File: src/rtl/lwsc_pkg.sv
`timescale 1ns / 1ps
// Shared constants, types and helpers of the sector cache tag engine.
// No dependencies; every other file but lwsc_ram imports this package.
package lwsc_pkg;

	localparam int ENTRIES      = 64;
	localparam int SECTOR_BYTES = 512;
	localparam int IDX_W        = $clog2(ENTRIES);
	localparam int OCC_W        = $clog2(ENTRIES + 1);
	localparam int TAG_W        = 32;
	localparam int SLOT_W       = 6;
	localparam int MODE_W       = 2;
	localparam int OFF_W        = 9;
	localparam int LEN_W        = 10;

	typedef logic [IDX_W-1:0] idx_t;
	typedef logic [OCC_W-1:0] occ_t;

	typedef enum logic [MODE_W-1:0] {
		MODE_READ      = 2'd0,
		MODE_WRITE     = 2'd1,
		MODE_FLUSH     = 2'd2,
		MODE_FLUSH_INV = 2'd3
	} mode_t;

	typedef enum logic [2:0] {
		CMD_READ,
		CMD_WRITE,
		CMD_FLUSH,
		CMD_FLUSH_INV,
		CMD_RANGE_ERR
	} cmd_kind_t;

	typedef struct packed {
		cmd_kind_t          kind;
		logic [TAG_W-1:0]   sector;
		logic               partial;
	} cmd_t;

	typedef struct packed {
		logic               hit;
		logic [SLOT_W-1:0]  slot;
		logic               fill_needed;
		logic               writeback_valid;
		logic [TAG_W-1:0]   writeback_sector;
		logic               range_error;
		logic               last;
	} result_t;

	typedef enum logic [2:0] {
		ST_IDLE,
		ST_LOOKUP,
		ST_UPDATE,
		ST_RESP,
		ST_FSTART,
		ST_FSCAN,
		ST_FEMIT
	} state_t;

	function automatic idx_t first_set(input logic [ENTRIES-1:0] v);
		idx_t r;
		r = '0;
		for (int i = ENTRIES - 1; i >= 0; i--) begin
			if (v[i]) r = IDX_W'(i);
		end
		return r;
	endfunction

endpackage

File: src/rtl/lwsc_if.sv
`timescale 1ns / 1ps
// Request and result channel interfaces of the sector cache tag engine.
// Depends on lwsc_pkg for field widths.
interface lwsc_req_if import lwsc_pkg::*; ();
	logic               valid;
	logic               ready;
	logic [MODE_W-1:0]  mode;
	logic [TAG_W-1:0]   sector;
	logic [OFF_W-1:0]   byte_offset;
	logic [LEN_W-1:0]   byte_count;

	modport source(output valid, mode, sector, byte_offset, byte_count, input ready);
	modport sink(input valid, mode, sector, byte_offset, byte_count, output ready);
endinterface


File: src/rtl/lwsc_front.sv
`timescale 1ns / 1ps
// Front end: accepts requests, checks the byte range, classifies them and
// queues the commands for the back end. Depends on lwsc_pkg and lwsc_if.
module lwsc_front import lwsc_pkg::*; (
	input  logic        clk,
	input  logic        arst_n,
	lwsc_req_if.sink    req,
	output cmd_t        cmd,
	output logic        cmd_valid,
	input  logic        cmd_ready
);

	logic [LEN_W:0] span;
	logic           range_bad;
	cmd_t           cmd_in;
	cmd_t           fifo_q [2];
	logic           wr_ptr_q;
	logic           rd_ptr_q;
	logic [1:0]     cnt_q;
	logic           push;
	logic           pop;

	always_comb begin
		span           = (LEN_W+1)'(req.byte_offset) + (LEN_W+1)'(req.byte_count);
		range_bad      = span > (LEN_W+1)'(SECTOR_BYTES);
		cmd_in.sector  = req.sector;
		cmd_in.partial = (req.byte_offset != '0) || (req.byte_count < LEN_W'(SECTOR_BYTES));
		unique case (mode_t'(req.mode))
			MODE_READ:      cmd_in.kind = range_bad ? CMD_RANGE_ERR : CMD_READ;
			MODE_WRITE:     cmd_in.kind = range_bad ? CMD_RANGE_ERR : CMD_WRITE;
			MODE_FLUSH:     cmd_in.kind = CMD_FLUSH;
			MODE_FLUSH_INV: cmd_in.kind = CMD_FLUSH_INV;
			default:        cmd_in.kind = CMD_READ;
		endcase
	end

	assign req.ready = cnt_q != 2'd2;
	assign cmd_valid = cnt_q != 2'd0;
	assign cmd       = fifo_q[rd_ptr_q];
	assign push      = req.valid && req.ready;
	assign pop       = cmd_valid && cmd_ready;

	always_ff @(posedge clk or negedge arst_n) begin
		if (!arst_n) begin
			wr_ptr_q <= 1'b0;
			rd_ptr_q <= 1'b0;
			cnt_q    <= 2'd0;
		end else begin
			if (push) wr_ptr_q <= ~wr_ptr_q;
			if (pop) rd_ptr_q <= ~rd_ptr_q;
			cnt_q <= cnt_q + 2'(push) - 2'(pop);
		end
	end

	always_ff @(posedge clk) begin
		if (push) fifo_q[wr_ptr_q] <= cmd_in;
	end

endmodule

File: src/flat_wrapper.sv
// flat-port wrapper written by rule: the top's interface ports become plain ports
module lwsc_front_flat import lwsc_pkg::*;
  (clk, arst_n, cmd, cmd_valid, cmd_ready, req_valid, req_mode, req_sector, req_byte_offset, req_byte_count, req_ready);
  lwsc_req_if req_i ();
  input  logic clk;
  input  logic arst_n;
  output cmd_t cmd;
  output logic cmd_valid;
  input  logic cmd_ready;
  input wire logic [$bits(req_i.valid)-1:0] req_valid;
  input wire logic [$bits(req_i.mode)-1:0] req_mode;
  input wire logic [$bits(req_i.sector)-1:0] req_sector;
  input wire logic [$bits(req_i.byte_offset)-1:0] req_byte_offset;
  input wire logic [$bits(req_i.byte_count)-1:0] req_byte_count;
  output wire logic [$bits(req_i.ready)-1:0] req_ready;
  assign req_i.valid = req_valid;
  assign req_i.mode = req_mode;
  assign req_i.sector = req_sector;
  assign req_i.byte_offset = req_byte_offset;
  assign req_i.byte_count = req_byte_count;
  assign req_ready = req_i.ready;
  lwsc_front u_core (.clk(clk), .arst_n(arst_n), .req(req_i), .cmd(cmd), .cmd_valid(cmd_valid), .cmd_ready(cmd_ready));
endmodule
File: config.mk
export PLATFORM = sky130hd
export DESIGN_NAME = lwsc_front_flat
export DESIGN_NICKNAME = d
export VERILOG_FILES = /design/src/rtl/lwsc_pkg.sv /design/src/rtl/lwsc_if.sv /design/src/rtl/lwsc_front.sv /design/src/flat_wrapper.sv
export SDC_FILE = /design/constraint.sdc
export NUM_CORES = 1
export LEC_CHECK = 0
export BUFFER_PORTS_ARGS = -buffer_cell sky130_fd_sc_hd__buf_2
export CORE_MARGIN = 8
export CORE_UTILIZATION = 55
export DETAILED_ROUTE_END_ITERATION = 10
export GPL_ROUTABILITY_DRIVEN = 0
export PLACE_DENSITY = 0.89
export SYNTH_ARGS = -nofsm -noshare
export SYNTH_HDL_FRONTEND = slang
export SYNTH_SLANG_ARGS = --single-unit
File: constraint.sdc
create_clock -name clk -period 4.1 [get_ports clk]
set_clock_uncertainty 0.1 [all_clocks]
set_input_delay 0.615 -clock clk [delete_from_list [all_inputs] [get_ports clk]]
set_output_delay 0.615 -clock clk [all_outputs]
set_load 0.02 [all_outputs]
==> results.sh, run 1 <==
export IMPL_report_final_slew_viol_count=0
export IMPL_crit_chain="buf_4 -> mux2_2 -> buf_2"
export IMPL_cp_required_ps=3380
export IMPL_crit_arrival_ps=2030
export IMPL_drtAntennaViolNets=0
export IMPL_fmax_mhz=364
export IMPL_critPathKind="flip-flop to output port"
export IMPL_crit_path_end_kind="output port"
export IMPL_die_y_um=94.1
export IMPL_regArea_um2=2260
export IMPL_routed_wl_mm=6.77
export IMPL_cp_slowest_cell="dfrtp_1"
export IMPL_rows=28
export IMPL_cts_htree_levels=3
export IMPL_synthAdderAreaFrac_pct=4.70
export IMPL_core_area_um2=5920
export IMPL_cts_num_sinks=76
export IMPL_grt_pass1_wl_mm=10.5
export IMPL_clk_pin_slew_worst_paths_ps=90
export IMPL_timing_rr_start="u_core.cnt_q[1]"
export IMPL_synthSimpleGateAreaFrac_pct=5.45
export IMPL_gr_usage_all_layers_pct=15.4
export IMPL_ff2ff_path_depth=3
export IMPL_yosysSeqAreaShare_pct=67.5
export IMPL_setup_tns_ps=0
export IMPL_grt_max_degree=37
export IMPL_yosys_warnings=0
export IMPL_setup_ws_ps=1350
export IMPL_hold_depth=1
export IMPL_post_cts_buffers=0
export IMPL_ir_worst_vdd_mv=0.396
export IMPL_place_hpwl_mm=4.89
export IMPL_met1_usage_pct=18.9
export IMPL_rrSetupSlack_ps=2140
export IMPL_ys_types=42
export IMPL_rr_endpoint="u_core.fifo_q[0][24]"
export IMPL_synth_top_family_by_area="multiplexers"
export IMPL_port_buffers=94
export IMPL_synth_area_top_cells="edfxtp_1 64%, mux2_2 12%, ha_1 4.1%, dfrtp_1 3.0%, nor2_1 1.1%"
export IMPL_vias=2128
export IMPL_cp_start_kind="flip-flop"
export IMPL_synth_top_area_share_pct=64.5
export IMPL_maxCapViolCount=0
export IMPL_syn_nets=280
export IMPL_fillers=395
export IMPL_gr_usage_met3_pct=4.48
export IMPL_rsz0062_at_grt="no"
export IMPL_cts_buffers=9
export IMPL_syn_area_per_cell_um2=15.9
export IMPL_syn_area_um2=3350
export IMPL_dp_worst_setup_slack_ps=1200
export IMPL_finalHoldViolations=0
export IMPL_final_common_cell="buf_2"
export IMPL_synth_mux_area_share_pct=12.4
export IMPL_max_stage_delay_ps=720
export IMPL_diodes=0
export IMPL_drtPass1Iterations=5
export IMPL_async_flop_share_pct=5.26
export IMPL_dr_first_iter_drc_count=63
export IMPL_cellPowerDensity_nw_per_um2=645
export IMPL_synth_xor_area_share_pct=2.09
export IMPL_use_met2_pct=24.4
export IMPL_drc_errors=0
export IMPL_viasPerCell=5.43
export IMPL_postSynthCellCount=211
export IMPL_seqPwrFrac_pct=43.0
export IMPL_yosysTopAreaCell="edfxtp_1"
export IMPL_io_pins=95
export IMPL_fin_nets=381
export IMPL_synth_edf_count=72
export IMPL_min_to="u_core.fifo_q[0][6]"
export IMPL_dieArea_um2=8850
export IMPL_gr_total_overflow=0
export IMPL_p_comb_share_pct=35.2
export IMPL_p_sw_uw=921
export IMPL_cts_tree="done"
export IMPL_clockPowerShare_pct=21.9
export IMPL_cts_root_buf="clkbuf_8"
export IMPL_critPathMaxFanout=25
export IMPL_grt_pass1_vias=2192
export IMPL_start_util_pct=56.6
export IMPL_synth_compound_area_share_pct=6.08
export IMPL_fin_crit_ps=2750
export IMPL_tightest_slew_ps=1030
export IMPL_synth_ff_type="edfxtp_1"
export IMPL_chipWidth_um=94.1
export IMPL_setup_violations=0
export IMPL_status="completed"
export IMPL_finalCritPeriodShare_pct=67.1
export IMPL_clk_insertion_delay_late_ps=340
export IMPL_ys_ff_latch=76
export IMPL_layout_drive_gt1_share_pct=48.6
export IMPL_hold_start="req_sector[5]"
export IMPL_power_leakage_nw=1.64
export IMPL_cts_resized=0
export IMPL_clockBufferDepth=2
export IMPL_grt_busiest_layer="met2"
export IMPL_antenna_found_initial=0
export IMPL_multi_input_area_um2=1040
export IMPL_p_int_mw=1.74
export IMPL_switching_share_pct=34.7
export IMPL_routedWlPerCell_um=17.3
export IMPL_slew_limit_headroom_pct=31.3
export IMPL_most_common_layout_cells="94 x buf_2, 72 x edfxtp_1, 36 x mux2_2"
export IMPL_hold_class="input pin to flip-flop"
export IMPL_area_delta_synth_final_pct=22.9
==> cells in the mapped netlist, drive strengths merged, types with 2 or more instances <==
master / n
a22oi: 2
mux2: 36
clkbuf: 3
nand4: 5
nor2b: 2
nor2: 10
xnor2: 4
buf: 3
o21ai: 3
inv: 9
dfrtp: 4
ha: 11
nand2: 7
a21o: 4
a21oi: 6
xor2: 4
a211oi: 3
edfxtp: 72
nor3: 3
==> worst max path at each step <==
stage | slack [ps] | start | end | cells past startpoint
after global routing | 1230 | u_core.rd_ptr_q | cmd[25] | 3
after detailed placement | 1200 | req_byte_offset[0] | u_core.fifo_q[1][35] | 10
final | 1350 | u_core.rd_ptr_q | cmd[2] | 3
after CTS | 1300 | u_core.rd_ptr_q | cmd[22] | 3
after global placement | 1300 | req_byte_offset[0] | u_core.fifo_q[0][35] | 10
after floorplan | 1320 | u_core.cnt_q[1] | u_core.fifo_q[0][0] | 3
==> routing by layer <==
layer  part of all wire [%]  wire length (µm)
met3                    8.8               594
met1                     41              2770
met5                      0                 0
met4                    1.4                94
met2                     49              3310
==> stage by stage <==
stage / total power [mW] / instance area, µm² / hold WS, ps / instances / util (%)
6_report: 2.66 / 4120 / 357 / 392 / 69.6
5_1_grt: 2.79 / 4120 / 331 / 392 / 69.6
4_1_cts: 2.69 / 4120 / 336 / 392 / 69.6
3_5_place_dp: 2.11 / 3910 / 329 / 375 / 66.0
3_3_place_gp: 2.08 / 3910 / 326 / 375 / 66.0
2_1_floorplan: 1.80 / 3350 / 219 / 211 / -
==> kinds of logic after synthesis <==
kind of cell,count (synthesis)
compound gates,27
fa+ha+maj,12
xor+xnor,8
simple gates,36
buf+inv,15
mux,37
flops,76
==> critical path, delay by kind of cell, from the launching register on <==
kind	cells	cell delay (ps)
mux	1	380
flops	1	720
buf+inv	2	580
==> state kept, by name, indices dropped and copies added (netlist names) <==
| register | flops |
|---|---|
| u_core.fifo_q | 72 |
| u_core.cnt_q | 2 |
| u_core.rd_ptr_q | 1 |
| u_core.wr_ptr_q | 1 |
==> cell type report <==
class	instances	area share (%)
clock buffers	9	3.01
clock inverters	7	1.94
inverters	9	0.820
multi-input cells	120	25.2
flip-flops and latches	76	54.9
well taps	75	2.28
repair buffers	96	11.8
==> power groups by stage <==
stage / combinational (mW) / clock (mW) / sequential (mW)
after floorplan: 0.688 / 0 / 1.12
after global placement: 0.933 / 0 / 1.14
after detailed placement: 0.949 / 0 / 1.16
after CTS: 0.956 / 0.592 / 1.14
after global routing: 1.01 / 0.618 / 1.16
final: 0.934 / 0.581 / 1.14
==> timing repair <==
action,in CTS,in global routing
hold buffers,1,0
setup endpoints to repair,0,0
hold endpoints to repair,4,0
(Power assumes the default switching activity.)
==> run 2: changes to the inputs <==
--- a/config.mk
+++ b/config.mk
@@ -5,12 +5,13 @@
 export SDC_FILE = /design/constraint.sdc
 export NUM_CORES = 1
 export LEC_CHECK = 0
+export ABC_AREA = 1
 export BUFFER_PORTS_ARGS = -buffer_cell sky130_fd_sc_hd__buf_2
 export CORE_MARGIN = 8
-export CORE_UTILIZATION = 55
+export CORE_UTILIZATION = 47
 export DETAILED_ROUTE_END_ITERATION = 10
 export GPL_ROUTABILITY_DRIVEN = 0
-export PLACE_DENSITY = 0.89
+export PLACE_DENSITY = 0.81
 export SYNTH_ARGS = -nofsm -noshare
 export SYNTH_HDL_FRONTEND = slang
 export SYNTH_SLANG_ARGS = --single-unit
==> constraint.sdc (replaced) <==
create_clock -name clk -period 2.4 [get_ports clk]
set_clock_uncertainty 0.1 [all_clocks]
set_input_delay 0.36 -clock clk [delete_from_list [all_inputs] [get_ports clk]]
set_output_delay 0.36 -clock clk [all_outputs]
set_load 0.02 [all_outputs]
==> results.sh, run 2 <==
export IMPL_clk_pin_slew_worst_paths_ps=80
export IMPL_synth_xor_area_share_pct=0.777
export IMPL_ir_worst_vdd_mv=0.466
export IMPL_grt_pass1_wl_mm=11.6
export IMPL_gr_usage_all_layers_pct=14.8
export IMPL_crit_path_end_kind="output port"
export IMPL_core_area_um2=7100
export IMPL_routed_wl_mm=7.22
export IMPL_report_final_slew_viol_count=0
export IMPL_rows=31
export IMPL_fmax_mhz=483
export IMPL_io_pins=95
export IMPL_fin_nets=490
export IMPL_synth_top_family_by_area="simple AND/OR/NAND/NOR gates"
export IMPL_synthAdderAreaFrac_pct=4.66
export IMPL_setup_tns_ps=0
export IMPL_p_sw_mw=1.80
export IMPL_cts_root_buf="clkbuf_8"
export IMPL_p_comb_share_pct=39.7
export IMPL_dp_worst_setup_slack_ps=180
export IMPL_synth_top_area_share_pct=63.9
export IMPL_yosysTopAreaCell="edfxtp_1"
export IMPL_postSynthCellCount=320
export IMPL_die_y_um=101
export IMPL_power_mw=4.67
export IMPL_cts_tree="done"
export IMPL_drtAntennaViolNets=0
export IMPL_layout_drive_gt1_share_pct=29.6
export IMPL_dr_first_iter_drc_count=88
export IMPL_post_cts_buffers=0
export IMPL_cp_start_kind="flip-flop"
export IMPL_clockBufferDepth=2
export IMPL_vias=2463
export IMPL_synth_mux_area_share_pct=0
export IMPL_chipWidth_um=101
export IMPL_synthSimpleGateAreaFrac_pct=22.6
export IMPL_clockPowerShare_pct=19.8
export IMPL_fin_crit_ps=2070
export IMPL_yosysSeqAreaShare_pct=66.9
export IMPL_synth_area_top_cells="edfxtp_1 64%, nand2_1 16%, ha_1 4.1%, dfrtp_1 3.0%, inv_1 2.9%"
export IMPL_cts_buffers=9
export IMPL_gr_total_overflow=0
export IMPL_grt_pass1_vias=2538
export IMPL_ys_top_cells_by_count="147 x nand2_1, 72 x edfxtp_1, 26 x inv_1, 13 x nand3_1, 12 x nor2_1"
export IMPL_syn_nets=389
export IMPL_final_common_cell="nand2_1"
export IMPL_switching_share_pct=38.6
export IMPL_status="completed"
export IMPL_cts_num_sinks=76
export IMPL_antenna_found_initial=0
export IMPL_tightest_slew_ps=637
export IMPL_synth_ff_type="edfxtp_1"
export IMPL_cellPowerDensity_nw_per_um2=1110
export IMPL_place_hpwl_mm=5.24
export IMPL_maxCapViolCount=0
export IMPL_syn_area_per_cell_um2=10.6
export IMPL_finalCritPeriodShare_pct=86.2
export IMPL_cts_resized=0
export IMPL_cp_required_ps=1940
export IMPL_most_common_layout_cells="147 x nand2_1, 94 x buf_2, 72 x edfxtp_1"
export IMPL_drc_errors=0
export IMPL_rsz0062_at_grt="no"
export IMPL_grt_max_degree=38
export IMPL_multi_input_area_um2=1000
export IMPL_clk_insertion_delay_late_ps=320
export IMPL_ys_ff_latch=76
export IMPL_post_synth_top_count_cell="nand2_1"
export IMPL_setup_violations=0
export IMPL_seqPwrFrac_pct=40.5
export IMPL_diodes=0
export IMPL_fillers=592
export IMPL_hold_class="input pin to flip-flop"
export IMPL_routedWlPerCell_um=13.7
export IMPL_synth_compound_area_share_pct=1.07
export IMPL_drtPass1Iterations=4
export IMPL_largest_register_ffs=72
export IMPL_crit_arrival_ps=1610
export IMPL_setup_ws_ps=331
export IMPL_ys_types=26
export IMPL_slew_limit_headroom_pct=57.5
export IMPL_regArea_um2=2260
export IMPL_synth_edf_count=72
export IMPL_port_buffers=94
export IMPL_p_int_mw=2.87
export IMPL_critPathKind="flip-flop to output port"
export IMPL_critPathMaxFanout=37
export IMPL_dieArea_um2=10200
export IMPL_start_util_pct=47.7
export IMPL_area_delta_synth_final_pct=24.1
export IMPL_syn_area_um2=3380
export IMPL_async_flop_share_pct=5.26
export IMPL_finalHoldViolations=0
export IMPL_regMostFlops="u_core.fifo_q"
export IMPL_yosys_warnings=0
export IMPL_reg_top3="u_core.fifo_q: 72 flops, u_core.cnt_q: 2 flops"
export IMPL_cts_htree_levels=3
export IMPL_power_leakage_nw=1.97
export IMPL_viasPerCell=4.69
run 2: changes by cell type in the layout (fill, tap and decap cells not counted), moves of 4 or more:
cell | previous run | this run
nand2_1 | 7 | 147
nand3_1 | 1 | 13
nand2_2 | 0 | 5
inv_1 | 9 | 26
inv_6 | 4 | 0
mux2_2 | 36 | 0
a21o_1 | 4 | 0
run 2: layout make-up:
class	count	area share, %
Clock inverter	5	1.25
Inverter	28	2.50
Tap cell	99	2.95
Timing Repair Buffer	98	12.3
Clock buffer	11	3.37
Multi-Input combinational cell	208	23.8
Sequential cell	76	53.9
run 2: through the flow:
step | hold WS [ps] | utilization (%) | cells | area [µm²]
final | 115 | 59.2 | 525 | 4200
after global routing | 83.7 | 59.2 | 525 | 4200
after CTS | 90.0 | 59.2 | 525 | 4200
after detailed placement | 76.5 | 56.3 | 508 | 4000
after global placement | 69.7 | 56.3 | 508 | 4000
after floorplan | -35.6 | - | 320 | 3390
run 2: kinds of logic after synthesis:
group / after synthesis
and+or+nand+nor: 187
DFF: 76
buffers and inverters: 36
adders and majority gates: 12
AOI/OAI and AO/OA: 6
xor gates and xnor gates: 3
run 2: what timing repair did:
| item | in CTS | in global routing |
|---|---|---|
| hold buffers | 1 | 0 |
| endpoints found under the setup margin | 0 | 0 |
| endpoints found under the hold margin | 4 | 0 |
run 2: worst max-delay path: stages (launching register included):
cell and delay [ps]:
dfrtp_1 390, inv_2 480, nand2_1 130, nand2_1 110, buf_2 160
run 2: path summary, 6_finish.rpt:
check / to / slack (ps) / cells past startpoint / from
worst max-delay path: cmd[16] / 330 / 4 / u_core.rd_ptr_q
worst min-delay path: u_core.fifo_q[0][23] / 110 / 1 / req_sector[22]
worst max register to register: u_core.cnt_q[1] / 710 / 7 / u_core.cnt_q[1]
worst min register to register: u_core.wr_ptr_q / 490 / 2 / u_core.wr_ptr_q
max in group asynchronous: u_core.cnt_q[0] / 1780 / 2 / arst_n
min in group asynchronous: u_core.cnt_q[1] / 300 / 2 / arst_n
run 2: per-layer routing:
metal / vias to the layer above / global-route usage [%] / routed length [µm]
met3: 4 / 4.97 / 536
met5: - / 0 / 0
met4: 0 / 5.93 / 61
li1: 1248 / - / -
met1: 1141 / 16.6 / 2920
met2: 70 / 25.0 / 3700
run 2: power groups by stage:
stage               Combinational, mW  Sequential [mW]  Clock [mW]
floorplan                        1.22             1.90           0
global placement                 1.83             1.91           0
detailed placement               1.88             1.92           0
CTS                              1.88             1.89       0.957
global route                     2.06             1.92        1.01
finish                           1.85             1.89       0.926
